### src/rtl/ipfs_pkg.sv
// Package for the infrared pulse frame sender.
// Holds frame sizes, request and register codes, and the channel and config structs.
// No dependencies.
package ipfs_pkg;

    localparam int WORD_BITS   = 8;
    localparam int FRAME_LEN   = WORD_BITS + 4;
    localparam int SIDX_W      = $clog2(FRAME_LEN + 1);
    localparam int FIDX_W      = $clog2(FRAME_LEN);
    localparam int PADDR_W     = 5;
    localparam int PDATA_W     = 32;

    localparam logic [7:0] IDLE_RELOAD = 8'd210;

    localparam logic REQ_START = 1'b0;
    localparam logic REQ_TICK  = 1'b1;

    localparam logic [2:0] REG_MARK_RELOAD   = 3'd0;
    localparam logic [2:0] REG_SPACE_RELOAD  = 3'd1;
    localparam logic [2:0] REG_MARK_TOGGLES  = 3'd2;
    localparam logic [2:0] REG_SPACE_TOGGLES = 3'd3;
    localparam logic [2:0] REG_OMNI_MODE     = 3'd4;
    localparam logic [2:0] REG_SENSOR_SELECT = 3'd5;

    typedef struct packed {
        logic       req_type;
        logic [7:0] data_word;
    } ipfs_in_t;

    typedef struct packed {
        logic       ir_level;
        logic [7:0] timer_reload;
        logic       frame_done;
        logic       busy_res;
    } ipfs_out_t;

    typedef struct packed {
        logic [7:0] mark_reload;
        logic [7:0] space_reload;
        logic [7:0] mark_toggles;
        logic [7:0] space_toggles;
        logic       omni_mode;
        logic [2:0] sensor_select;
    } ipfs_cfg_t;

endpackage

### src/rtl/ipfs_regs.sv
// Configuration registers of the infrared pulse frame sender, on an APB-style port.
// Depends on ipfs_pkg.
module ipfs_regs
    import ipfs_pkg::*;
(
    input  logic               aclk,
    input  logic               aresetn,
    input  logic               psel,
    input  logic               penable,
    input  logic               pwrite,
    input  logic [PADDR_W-1:0] paddr,
    input  logic [PDATA_W-1:0] pwdata,
    output logic [PDATA_W-1:0] prdata,
    output ipfs_cfg_t          cfg
);

    ipfs_cfg_t  cfg_reg;
    logic [2:0] reg_idx;
    logic       wr_en;

    assign reg_idx = paddr[4:2];
    assign wr_en   = psel & penable & pwrite;
    assign cfg     = cfg_reg;

    always_ff @(posedge aclk) begin
        if (!aresetn) begin
            cfg_reg.mark_reload   <= 8'd0;
            cfg_reg.space_reload  <= 8'd0;
            cfg_reg.mark_toggles  <= 8'd1;
            cfg_reg.space_toggles <= 8'd1;
            cfg_reg.omni_mode     <= 1'b1;
            cfg_reg.sensor_select <= 3'd0;
        end else if (wr_en) begin
            case (reg_idx)
                REG_MARK_RELOAD:   cfg_reg.mark_reload   <= pwdata[7:0];
                REG_SPACE_RELOAD:  cfg_reg.space_reload  <= pwdata[7:0];
                REG_MARK_TOGGLES:  cfg_reg.mark_toggles  <= pwdata[7:0];
                REG_SPACE_TOGGLES: cfg_reg.space_toggles <= pwdata[7:0];
                REG_OMNI_MODE:     cfg_reg.omni_mode     <= pwdata[0];
                REG_SENSOR_SELECT: cfg_reg.sensor_select <= pwdata[2:0];
                default: ;
            endcase
        end
    end

    always_comb begin
        case (reg_idx)
            REG_MARK_RELOAD:   prdata = {24'd0, cfg_reg.mark_reload};
            REG_SPACE_RELOAD:  prdata = {24'd0, cfg_reg.space_reload};
            REG_MARK_TOGGLES:  prdata = {24'd0, cfg_reg.mark_toggles};
            REG_SPACE_TOGGLES: prdata = {24'd0, cfg_reg.space_toggles};
            REG_OMNI_MODE:     prdata = {31'd0, cfg_reg.omni_mode};
            REG_SENSOR_SELECT: prdata = {29'd0, cfg_reg.sensor_select};
            default:           prdata = '0;
        endcase
    end

endmodule

### src/rtl/ipfs_core.sv
// Frame state and per-request update of the infrared pulse frame sender.
// Depends on ipfs_pkg; result is combinational from the current state and request.
module ipfs_core
    import ipfs_pkg::*;
(
    input  logic      aclk,
    input  logic      aresetn,
    input  logic      req_accept,
    input  ipfs_in_t  req,
    input  ipfs_cfg_t cfg,
    output ipfs_out_t result
);

    logic [FRAME_LEN-1:0] frame_reg, frame_next;
    logic [SIDX_W-1:0]    sidx_reg, sidx_next;
    logic [7:0]           tcount_reg, tcount_next;
    logic [7:0]           tlimit_reg, tlimit_next;
    logic                 cur_sym_reg, cur_sym_next;
    logic                 phase_reg, phase_next;
    logic                 pin_reg, pin_next;
    logic                 sending_reg, sending_next;
    logic                 done_reg, done_next;
    logic [7:0]           reload;

    always_comb begin
        logic [WORD_BITS-1:0] data_w;
        logic [1:0]           spaces;
        logic [1:0]           check;
        logic [7:0]           tcount_inc;
        logic                 drive;
        logic                 sym;

        frame_next   = frame_reg;
        sidx_next    = sidx_reg;
        tcount_next  = tcount_reg;
        tlimit_next  = tlimit_reg;
        cur_sym_next = cur_sym_reg;
        phase_next   = phase_reg;
        pin_next     = pin_reg;
        sending_next = sending_reg;
        done_next    = done_reg;
        reload       = IDLE_RELOAD;

        data_w = WORD_BITS'(req.data_word);
        spaces = 2'd0;
        for (int i = 0; i < WORD_BITS; i++) begin
            spaces = spaces + 2'(data_w[i]);
        end
        check      = 2'd0 - spaces;
        tcount_inc = tcount_reg + 8'd1;
        drive      = cfg.omni_mode || (cfg.sensor_select == 3'd0);
        sym        = 1'b0;

        if (req.req_type == REQ_START) begin
            // first symbol is always a mark
            frame_next   = {check[0], check[1], data_w, 2'b00};
            done_next    = 1'b0;
            phase_next   = 1'b0;
            sending_next = 1'b1;
            tcount_next  = 8'd0;
            tlimit_next  = cfg.mark_toggles;
            cur_sym_next = 1'b0;
            sidx_next    = SIDX_W'(1);
            reload       = cfg.mark_reload;
        end else if (sending_reg) begin
            if (drive) begin
                pin_next = ~phase_reg;
            end
            phase_next  = ~phase_reg;
            tcount_next = tcount_inc;
            if (tcount_inc >= tlimit_reg) begin
                if (sidx_reg < SIDX_W'(FRAME_LEN)) begin
                    sym          = frame_reg[sidx_reg[FIDX_W-1:0]];
                    tcount_next  = 8'd0;
                    tlimit_next  = sym ? cfg.space_toggles : cfg.mark_toggles;
                    cur_sym_next = sym;
                    sidx_next    = sidx_reg + SIDX_W'(1);
                    reload       = sym ? cfg.space_reload : cfg.mark_reload;
                end else begin
                    pin_next     = 1'b0;
                    done_next    = 1'b1;
                    sending_next = 1'b0;
                    reload       = IDLE_RELOAD;
                end
            end else begin
                reload = cur_sym_reg ? cfg.space_reload : cfg.mark_reload;
            end
        end
    end

    always_ff @(posedge aclk) begin
        if (!aresetn) begin
            frame_reg   <= '0;
            sidx_reg    <= '0;
            tcount_reg  <= 8'd0;
            tlimit_reg  <= 8'd0;
            cur_sym_reg <= 1'b0;
            phase_reg   <= 1'b0;
            pin_reg     <= 1'b0;
            sending_reg <= 1'b0;
            done_reg    <= 1'b0;
        end else if (req_accept) begin
            frame_reg   <= frame_next;
            sidx_reg    <= sidx_next;
            tcount_reg  <= tcount_next;
            tlimit_reg  <= tlimit_next;
            cur_sym_reg <= cur_sym_next;
            phase_reg   <= phase_next;
            pin_reg     <= pin_next;
            sending_reg <= sending_next;
            done_reg    <= done_next;
        end
    end

    assign result.ir_level     = pin_next;
    assign result.timer_reload = reload;
    assign result.frame_done   = done_next;
    assign result.busy_res     = sending_next;

endmodule

### src/rtl/ir_pulse_frame_sender.sv
// Top level of the infrared pulse frame sender: config registers, frame core, result register.
// Depends on ipfs_pkg, ipfs_regs and ipfs_core.
//
//   channel   ports             payload      direction
//   request   s_valid/s_ready   ipfs_in_t    in
//   result    m_valid/m_ready   ipfs_out_t   out
//   config    psel/penable/...  32-bit regs  in/out (APB-style)
//
// One request per cycle while s_ready is high; its result is in the result register the cycle after.
// The single result register sets the rate: a request is taken whenever that register
// is empty or being emptied in the same cycle.
// Synchronous active-low reset clears frame state and result valid, and loads config defaults.
module ir_pulse_frame_sender
    import ipfs_pkg::*;
(
    input  logic               aclk,
    input  logic               aresetn,
    input  logic               s_valid,
    output logic               s_ready,
    input  ipfs_in_t           s_data,
    output logic               m_valid,
    input  logic               m_ready,
    output ipfs_out_t          m_data,
    input  logic               psel,
    input  logic               penable,
    input  logic               pwrite,
    input  logic [PADDR_W-1:0] paddr,
    input  logic [PDATA_W-1:0] pwdata,
    output logic [PDATA_W-1:0] prdata,
    output logic               pready
);

    ipfs_cfg_t cfg;
    ipfs_out_t result;
    ipfs_out_t out_reg;
    logic      m_valid_reg;
    logic      accept;

    assign pready  = 1'b1;
    assign s_ready = !m_valid_reg || m_ready;
    assign accept  = s_valid && s_ready;
    assign m_valid = m_valid_reg;
    assign m_data  = out_reg;

    ipfs_regs u_regs (
        .aclk    (aclk),
        .aresetn (aresetn),
        .psel    (psel),
        .penable (penable),
        .pwrite  (pwrite),
        .paddr   (paddr),
        .pwdata  (pwdata),
        .prdata  (prdata),
        .cfg     (cfg)
    );

    ipfs_core u_core (
        .aclk       (aclk),
        .aresetn    (aresetn),
        .req_accept (accept),
        .req        (s_data),
        .cfg        (cfg),
        .result     (result)
    );

    always_ff @(posedge aclk) begin
        if (!aresetn) begin
            m_valid_reg <= 1'b0;
        end else if (accept) begin
            m_valid_reg <= 1'b1;
        end else if (m_ready) begin
            m_valid_reg <= 1'b0;
        end
    end

    always_ff @(posedge aclk) begin
        if (accept) begin
            out_reg <= result;
        end
    end

    a_start_busy: assert property (@(posedge aclk) disable iff (!aresetn)
        (accept && s_data.req_type == REQ_START)
        |=> (m_valid && m_data.busy_res && !m_data.frame_done))
        else $error("start request did not yield a busy result");

    a_done_idle: assert property (@(posedge aclk) disable iff (!aresetn)
        (m_valid && m_data.frame_done) |-> (!m_data.busy_res && !m_data.ir_level))
        else $error("done result with busy or pin high");

    a_idle_reload: assert property (@(posedge aclk) disable iff (!aresetn)
        (m_valid && !m_data.busy_res) |-> (m_data.timer_reload == IDLE_RELOAD))
        else $error("idle result without idle reload");

endmodule

### config.mk
export PLATFORM = sky130hd
export DESIGN_NAME = ir_pulse_frame_sender
export DESIGN_NICKNAME = d
export VERILOG_FILES = /design/src/rtl/ipfs_pkg.sv /design/src/rtl/ipfs_regs.sv /design/src/rtl/ipfs_core.sv /design/src/rtl/ir_pulse_frame_sender.sv
export SDC_FILE = /design/constraint.sdc
export NUM_CORES = 1
export LEC_CHECK = 0
export BUFFER_PORTS_ARGS = -buffer_cell sky130_fd_sc_hd__buf_4
export CELL_PAD_IN_SITES_DETAIL_PLACEMENT = 0
export CELL_PAD_IN_SITES_GLOBAL_PLACEMENT = 2
export CORE_UTILIZATION = 36
export CTS_CLUSTER_SIZE = 20
export DETAILED_ROUTE_END_ITERATION = 12
export GPL_TIMING_DRIVEN = 0
export PLACE_DENSITY_LB_ADDON = 0.1
export SYNTH_ARGS = -nofsm -noshare
export SYNTH_HDL_FRONTEND = slang
export SYNTH_SLANG_ARGS = --single-unit
### constraint.sdc
create_clock -name aclk -period 7.89 [get_ports aclk]
set_input_delay 0.789 -clock aclk [delete_from_list [all_inputs] [get_ports aclk]]
set_output_delay 0.789 -clock aclk [all_outputs]
set_load 0.05 [all_outputs]
==> flow_metrics.tcl, run 1 <==
set metrics [dict create \
    final_area_sq_um 5480 \
    synthFlopType "dfxtp_1" \
    grt_pass1_wl_um 18700 \
    clock_latency_ps 340 \
    wl_per_cell_um 15.8 \
    setup_slack_ps 4530 \
    ctsResizeCount 0 \
    setup_violations 0 \
    worst_pin_slew_ps 1060 \
    synth_edf_count 11 \
    io_pins 99 \
    yosysSeqAreaShare 0.388 \
    status "completed" \
    ys_top_cells_by_area "dfxtp_1 32%, mux2i_1 8.6%, edfxtp_1 7.2%" \
    antenna_cells 0 \
    drtIter0Drc 123 \
    nets 632 \
    die_w_um 115 \
    core_area_sq_um 12200 \
    via_per_inst 4.82 \
    place_congestion 0.756 \
    clk_path_buf_depth 2 \
    arrival_ps 3390 \
    worst-path-max-fanout 7 \
    finalCritPeriodShare 0.426 \
    syn_avg_cell_area_sq_um 9.43 \
    cts_sinks 83 \
    start_util 0.375 \
    crit_path_frequent_cell "ha_1" \
    cap_violations 0 \
    cts_buffers 9 \
    grt_overflow 0 \
    area_growth_pct 20.2 \
    antenna_found_initial 0 \
    pre_cts_slack_ps 4530 \
    ant_nets 0 \
    drv_slew 0 \
    firstDrtPassIters 4 \
    startpoint_type "flop" \
    synth_common_cells "72 x dfxtp_1, 52 x nand2_1, 42 x nor2b_1" \
    row_count 40 \
    critPathSlowestCell "o311ai_2" \
    leakage_nw 2.35 \
    r2r_cells 10 \
    tns_ps 0 \
    dpl.hpwl_um 8460 \
    grt_max_degree 17 \
    fin_skew_ps 8.13 \
    drive_above_1_share 0.192 \
    power_density_nw_per_um2 193 \
    drc_errors 0 \
    die_y_um 115 \
    h-tree-depth 3 \
    cp_cell_sequence "ha_1 -> nand3_1 -> nor2_1 -> xor2_1 -> ha_1 -> a21o_1 -> a21oi_1 -> o31ai_1 -> o311ai_2 -> a221oi_1" \
    critical_path_class "reg -> reg" \
    largest_reg_flops 36 \
    min_path_cells 2 \
    tritoncts "done" \
    maxSlewHeadroom 0.292 \
    yosysTopAreaCellShare 0.316 \
    cts_root_buffer "clkbuf_16" \
    fmax_mhz 298 \
    grt.total_usage 0.191 \
    rsz0062_at_grt "no" \
    worst_path_largest_cell_delay_ps 730 \
    num_vias 3549 \
    io_buffer_count 46 \
    min_path_type "reg -> reg" \
    synth_cell_type_count 54 \
    p_total_mw 1.06 \
    path_clk_slew_ps 60 \
    netlist_area_sq_um 4560 \
    final_util 0.451 \
    netlist_instances 484 \
    postCtsSetupRepairBufs 0 \
    synth_seq_cells 83 \
    grt_pass1_vias 3466 \
    reg2reg_slack_ps 4530 \
    ir_worst_vdd_uv 91.0 \
    worstPathRequired_ps 7920 \
    yosysMostFrequentCell "dfxtp_1" \
    period_minus_slack_ps 3360 \
    dieArea_sq_um 13100 \
    crit_path_end_kind "flop" \
    yosysWarnings 0 \
    postCtsHoldBufs 0 \
    synth_top_cell_by_area "dfxtp_1" \
    placed_cell_area_sq_um 5200 \
    wl_um 11600 \
    synthArstFlopShare 0 \
    hold_viol_final 0 \
]
[path summary, 6_finish.rpt]
kind / to / from
setup reg to reg: m_data[8] / u_core.tcount_reg[0]
setup / recovery: m_data[8] / u_core.tcount_reg[0]
hold / removal: u_core.frame_reg[7] / u_core.frame_reg[7]
hold reg to reg: u_core.frame_reg[7] / u_core.frame_reg[7]
[layout by cell type (no fill, tap or decap), types with 5 or more instances in the layout]
master	instances
mux2i_1	39
a21oi_1	10
clkbuf_16	9
nand3_1	9
buf_2	5
o21ai_0	15
xor2_1	7
nor2_1	20
o211ai_1	9
nand2b_1	7
dfxtp_1	72
inv_1	26
conb_1	25
and3_1	9
o211a_1	9
ha_1	13
edfxtp_1	11
nor2b_1	42
buf_4	72
clkbuf_1	20
mux4_2	8
nand2_1	52
a21boi_0	12
xnor2_1	9
[kinds of logic after synthesis]
kind of cell / share of synthesized area
adders and majority gates: 0.0444
DFF: 0.388
and+or+nand+nor: 0.180
AOI/OAI and AO/OA: 0.143
xor gates and xnor gates: 0.0307
other: 0.00165
muxes: 0.128
buffers and inverters: 0.0845
[worst max-delay path: cells and delay by family (launching register included)]
kind / cells / cell delay (ps)
AOI/OAI and AO/OA: 5 / 1570
adders and majority gates: 2 / 510
DFF: 1 / 400
and+or+nand+nor: 2 / 380
xor gates and xnor gates: 1 / 190
[power by group]
group | total [mW] | internal, mW | switching (mW)
registers | 0.452 | 0.444 | 0.00831
clock network | 0.409 | 0.245 | 0.164
logic | 0.196 | 0.0713 | 0.125
[layout make-up]
cell class	count	area (sq um)
multi-input combinational	349	2490
clock inverter	3	40.0
inverter	26	97.6
clock buffer	13	240
timing repair buffer	46	345
buffer	49	288
tap	168	210
fill	1233	6680
sequential	83	1770
[layer usage]
metal,up-vias,track usage,routed length (um)
met4,0,0.0649,157
li1,1815,-,-
met2,73,0.308,5250
met1,1647,0.261,5730
met3,14,0.0281,498
met5,-,0,0
[stage by stage]
stage,hold slack [ps],std cells
2_1_floorplan,438,507
3_3_place_gp,450,721
3_5_place_dp,463,721
4_1_cts,471,737
5_1_grt,493,737
6_report,463,737
(Power assumes the default switching activity.)
==> run 2, diff against run 1 <==
- CORE_UTILIZATION: 36 -> 33
- clock period: 7.89 -> 3.32 ns (I/O delays scaled with it)
==> flow_metrics.tcl, run 2 (synthesis gave the netlist of run 1 again) <==
set metrics [dict create \
    die_w_um 120 \
    worst_pin_slew_ps 1090 \
    critPathSlowestCell "dfxtp_1" \
    rsz0062_at_grt "yes" \
    cts_sinks 83 \
    firstDrtPassIters 4 \
    antenna_found_initial 0 \
    fmax_mhz 316 \
    clk_path_buf_depth 2 \
    row_count 42 \
    grt_pass1_vias 3441 \
    status "completed" \
    ir_worst_vdd_uv 200 \
    place_congestion 0.756 \
    tns_ps 0 \
    maxSlewHeadroom 0.271 \
    wl_um 12000 \
    io_buffer_count 46 \
    clock_latency_ps 350 \
    cts_root_buffer "clkbuf_16" \
    worst-path-max-fanout 6 \
    period_minus_slack_ps 3160 \
    drtIter0Drc 225 \
    startpoint_type "flop" \
    crit_path_frequent_cell "ha_1" \
    largest_reg_flops 36 \
    nets 633 \
    drc_errors 0 \
    min_path_type "in -> reg" \
    cp_cell_sequence "ha_1 -> nand3_1 -> nor2_2 -> xor2_1 -> ha_1 -> a21o_1 -> a21oi_2 -> o31ai_2 -> o211ai_1 -> o311ai_4 -> a221o_1" \
    critical_path_class "reg -> reg" \
    grt.total_usage 0.178 \
    area_growth_pct 22.2 \
    start_util 0.342 \
    arrival_ps 3260 \
    setup_violations 0 \
    core_area_sq_um 13300 \
    hold_viol_final 0 \
    drive_above_1_share 0.204 \
    worst_path_largest_cell_delay_ps 390 \
    final_area_sq_um 5580 \
    final_cell_mix "72 x buf_4, 72 x dfxtp_1, 52 x nand2_1, 42 x nor2b_1, 39 x mux2i_1" \
    wl_per_cell_um 16.1 \
    cts_buffers 9 \
    finalCritPeriodShare 0.953 \
    dpl.hpwl_um 8640 \
    num_vias 3612 \
    cap_violations 0 \
    grt_pass1_wl_um 19200 \
    worstPathRequired_ps 3410 \
    io_pins 99 \
    fin_skew_ps 10.3 \
    power_density_nw_per_um2 471 \
    via_per_inst 4.84 \
    die_y_um 120 \
    tritoncts "done" \
    antenna_cells 0 \
    p_total_mw 2.63 \
    dieArea_sq_um 14300 \
    placed_cell_area_sq_um 5210 \
    drv_slew 0 \
    path_clk_slew_ps 60 \
    grt_max_degree 17 \
    grt_overflow 0 \
    leakage_nw 2.39 \
    ant_nets 0 \
    h-tree-depth 3 \
    crit_path_end_kind "flop" \
]
[run 2: what timing repair did]
action	CTS	global route
gates resized for setup	1	4
hold buffers	0	0
pin swaps	0	1
setup buffers	0	1
endpoints found under the hold margin	0	0
endpoints found under the setup margin	7	9
[run 2: power by group]
| part | internal (mW) | switching (mW) |
|---|---|---|
| combinational | 0.179 | 0.309 |
| sequential | 1.05 | 0.0192 |
| clock | 0.647 | 0.420 |
| total | 1.88 | 0.748 |
[run 2: area by class of cell]
type	instances	area, sq um
Buffer	49	288
Clock buffer	12	268
Clock inverter	4	47.5
Fill cell	1386	7770
Inverter	26	97.6
Multi-Input combinational cell	349	2520
Sequential cell	83	1770
Tap cell	176	220
Timing Repair Buffer	47	365
[run 2: metrics by stage]
step / cells / setup WS, ps / utilization / hold slack [ps]
after floorplan: 507 / 588 / - / 438
after global placement: 729 / 16.4 / 0.391 / 451
after detailed placement: 729 / -58.3 / 0.391 / 461
after CTS: 745 / 9.80 / 0.415 / 248
after global routing: 746 / -47.1 / 0.418 / 259
final: 746 / 157 / 0.418 / 253
[run 2: final timing paths]
kind / start / endpoint / slack, ps / cells after the start
min: s_valid / m_valid / 250 / 3
max: u_core.tcount_reg[0] / m_data[4] / 160 / 11
max reg2reg: u_core.tcount_reg[0] / m_data[4] / 160 / 11
min reg2reg: u_core.frame_reg[6] / u_core.frame_reg[6] / 470 / 2
[run 2: per-layer routing]
| metal | vias up | wire length (um) | track usage |
|---|---|---|---|
| li1 | 1803 | - | - |
| met1 | 1733 | 6010 | 0.251 |
| met2 | 62 | 5430 | 0.271 |
| met3 | 14 | 385 | 0.0280 |
| met4 | 0 | 201 | 0.0734 |
| met5 | - | 0 | 0 |
[run 2: worst max-delay path: cells and delay by family, from the launching register on]
| family | cells | cell delay [ps] |
|---|---|---|
| adders and majority gates | 2 | 490 |
| xor gates and xnor gates | 1 | 170 |
| AOI/OAI and AO/OA | 6 | 1490 |
| DFF | 1 | 390 |
| and+or+nand+nor | 2 | 360 |
==> run 3, diff against run 2 <==
- ABC_AREA: not set -> 1
- CORE_UTILIZATION: 33 -> 31
- PLACE_DENSITY: not set -> 0.92
- PLACE_DENSITY_LB_ADDON: 0.1 -> not set
- SYNTH_HIERARCHICAL: not set -> 1
==> flow_metrics.tcl, run 3 <==
set metrics [dict create \
    grt_overflow 0 \
    layout.cells.non_filler 1044 \
    crit_path_end_kind "flop" \
    h-tree-depth 3 \
    topRoutingLayerUsed "met4" \
    dr_wl_met2_um 6330 \
    row_count 47 \
    combPwrFrac 0.220 \
    synth_seq_cells 83 \
    dp_cells 1028 \
    cp_num_buf_inv 3 \
    dieArea_sq_um 17400 \
    final_area_sq_um 6230 \
    critical_path_class "reg -> reg" \
    tns_ps 0 \
    worst_path_largest_cell_delay_ps 400 \
    power_switching_mw 0.827 \
    whs_ps 239 \
    die_w_um 132 \
    postCtsSetupRepairBufs 0 \
    seqCellArea_sq_um 1770 \
    timing.rr.start "u_core/tcount_reg[0]" \
    critPathSlowestCell "dfxtp_1" \
    maxSlewHeadroom 0.495 \
    rsz0062_at_grt "no" \
    yosysSeqAreaShare 0.338 \
    io_pins 99 \
    startpoint_type "flop" \
    clk_path_buf_depth 2 \
    internal-power_mw 1.83 \
    area_growth_pct 18.8 \
    netSwitchingFraction 0.311 \
    cts_buffers 9 \
    arrival_ps 3080 \
    final_cell_mix "193 x nand2_1, 113 x nor2_1, 85 x inv_1, 77 x buf_4, 72 x dfxtp_1" \
    wl_um 13000 \
    postCtsHoldBufs 0 \
    finalCritPeriodShare 0.897 \
    power_frac_seq 0.409 \
    worstSetupEndpoint "m_data[1]" \
    r2r_end "m_data[1]" \
    yosysWarnings 6 \
    drive_above_1_share 0.199 \
    tritoncts "done" \
    antenna_found_initial 0 \
    netlist_instances 740 \
    grt.total_usage 0.158 \
    leakage_nw 2.90 \
    cp.depth 15 \
    synth_cell_type_count 46 \
    multi_input_area_sq_um 2790 \
    crit_path_frequent_cell "nor2_1" \
    clock_latency_ps 340 \
    worst-path-max-fanout 10 \
    yosysTopAreaCellShare 0.275 \
    status "completed" \
    cts_sinks 83 \
    synthArstFlopShare 0 \
    wl_per_cell_um 12.5 \
    path_clk_slew_ps 60 \
    grt_pass1_wl_um 21600 \
    dpl.hpwl_um 9950 \
    critPathLaunch "u_core/tcount_reg[0]" \
    ctsResizeCount 0 \
    drtIter0Drc 298 \
    synth_top_cell_by_area "dfxtp_1" \
    synth_common_cells "193 x nand2_1, 113 x nor2_1, 85 x inv_1" \
    cts_root_buffer "clkbuf_16" \
    antenna_cells 0 \
    syn_avg_cell_area_sq_um 7.09 \
    netlist_area_sq_um 5250 \
    min_path_type "in -> reg" \
    cap_violations 0 \
    grt_max_degree 16 \
    grt_pass1_vias 4137 \
    io_buffer_count 45 \
    start_util 0.317 \
    ant_nets 0 \
    largest_reg_flops 36 \
    yosysMostFrequentCell "nand2_1" \
    clockPowerShare 0.372 \
    worstPathRequired_ps 3420 \
    num_vias 4546 \
    period_minus_slack_ps 2980 \
    placed_cell_area_sq_um 5950 \
    crit_family "simple AND/OR/NAND/NOR gates" \
    ir_worst_vdd_uv 252 \
    drc_errors 0 \
    setup_violations 0 \
    reg2reg_slack_ps 340 \
    drt-met1-wl_um 6220 \
    ys_top_cells_by_area "dfxtp_1 27%, nand2_1 14%, nor2_1 8.1%" \
    worst_pin_slew_ps 757 \
    synth_edf_count 11 \
    final_common_cell "nand2_1" \
    dr_wl_met3_um 400 \
    nets 887 \
    drv_slew 0 \
    core_area_sq_um 16500 \
    cp_cell_sequence "nand2_1 -> nor2_1 -> nand4_1 -> nor2_1 -> or2_2 -> nand2_1 -> inv_1 -> ha_1 -> a21o_1 -> nor2_1 -> nand3_1 -> buf_2 -> nand3_1 -> o21ai_0 -> buf_4" \
    die_y_um 132 \
    hold_viol_final 0 \
    place_congestion 0.791 \
    power_density_nw_per_um2 427 \
    holdCritStartpoint "s_data[1]" \
    fin_skew_ps 7.71 \
    via_per_inst 4.35 \
    r2r_cells 15 \
    synthFlopType "dfxtp_1" \
    fmax_mhz 336 \
    firstDrtPassIters 4 \
    fill_cells 1788 \
]
==> run 3: cell count changes after synthesis, sizes merged, moves of 10 or more <==
cell,change
and3,-10
mux2i,-35
a21oi,+11
nand2,+151
clkbuf,-14
nand4,+11
o21ai,+24
nor2,+107
a21boi,-13
buf,+16
nand3,+59
inv,+65
nor2b,-42
==> run 3: power groups by stage <==
stage	Combinational (mW)	Sequential, mW	Clock [mW]
3_3_place_gp	0.586	1.11	0
2_1_floorplan	0.414	1.14	0
6_report	0.585	1.09	0.988
3_5_place_dp	0.589	1.11	0
4_1_cts	0.591	1.09	1.02
5_1_grt	0.647	1.09	1.07
==> run 3: kinds of logic (layout without fill, tap and decap cells) <==
kind of cell / after synthesis / after routing / share of synthesized area
buffers and inverters: 143 / 204 / 0.148
other: 2 / 25 / 0.00143
DFF: 83 / 83 / 0.338
adders and majority gates: 15 / 15 / 0.0386
and+or+nand+nor: 418 / 418 / 0.377
AOI/OAI and AO/OA: 66 / 66 / 0.0744
xor gates and xnor gates: 9 / 9 / 0.0150
muxes: 4 / 4 / 0.00763
==> run 3: cell type report <==
class / count / share of cell area
Clock inverter: 6 / 0.00903
Multi-Input combinational cell: 537 / 0.447
Timing Repair Buffer: 45 / 0.0542
Tap cell: 220 / 0.0442
Inverter: 92 / 0.0582
Sequential cell: 83 / 0.284
Buffer: 51 / 0.0662
Clock buffer: 10 / 0.0367
==> run 3: worst min-delay path by stage <==
stage                                endpoint  depth (start not counted)  slack, ps
final                     u_core/frame_reg[3]                          3        240
after global routing            u_regs/cfg[4]                          3        240
after CTS                      u_regs/cfg[12]                          3        230
after global placement    u_core/frame_reg[5]                          2        450
after floorplan           u_core/frame_reg[4]                          2        430
after detailed placement  u_core/frame_reg[5]                          2        450
==> run 3: layer usage <==
metal / global-route usage / up-vias
li1: - / 2430
met1: 0.207 / 2045
met2: 0.265 / 66
met3: 0.0358 / 5
met4: 0.0349 / 0
met5: 0 / -
==> run 3: worst register-to-register path, cell delays in order (launching register included) <==
cell,delay [ps]
dfxtp_1,400
nand2_1,80
nor2_1,210
nand4_1,140
nor2_1,140
or2_2,120
nand2_1,50
inv_1,80
ha_1,240
a21o_1,180
nor2_1,160
nand3_1,300
buf_2,310
nand3_1,110
o21ai_0,100
buf_4,140
==> run 3: through the flow <==
step,total power [mW],worst slack [ps],util
after floorplan,1.55,899,-
after global placement,1.69,302,0.360
after detailed placement,1.70,301,0.360
after CTS,2.70,279,0.377
after global routing,2.81,8.71,0.377
final,2.66,342,0.377
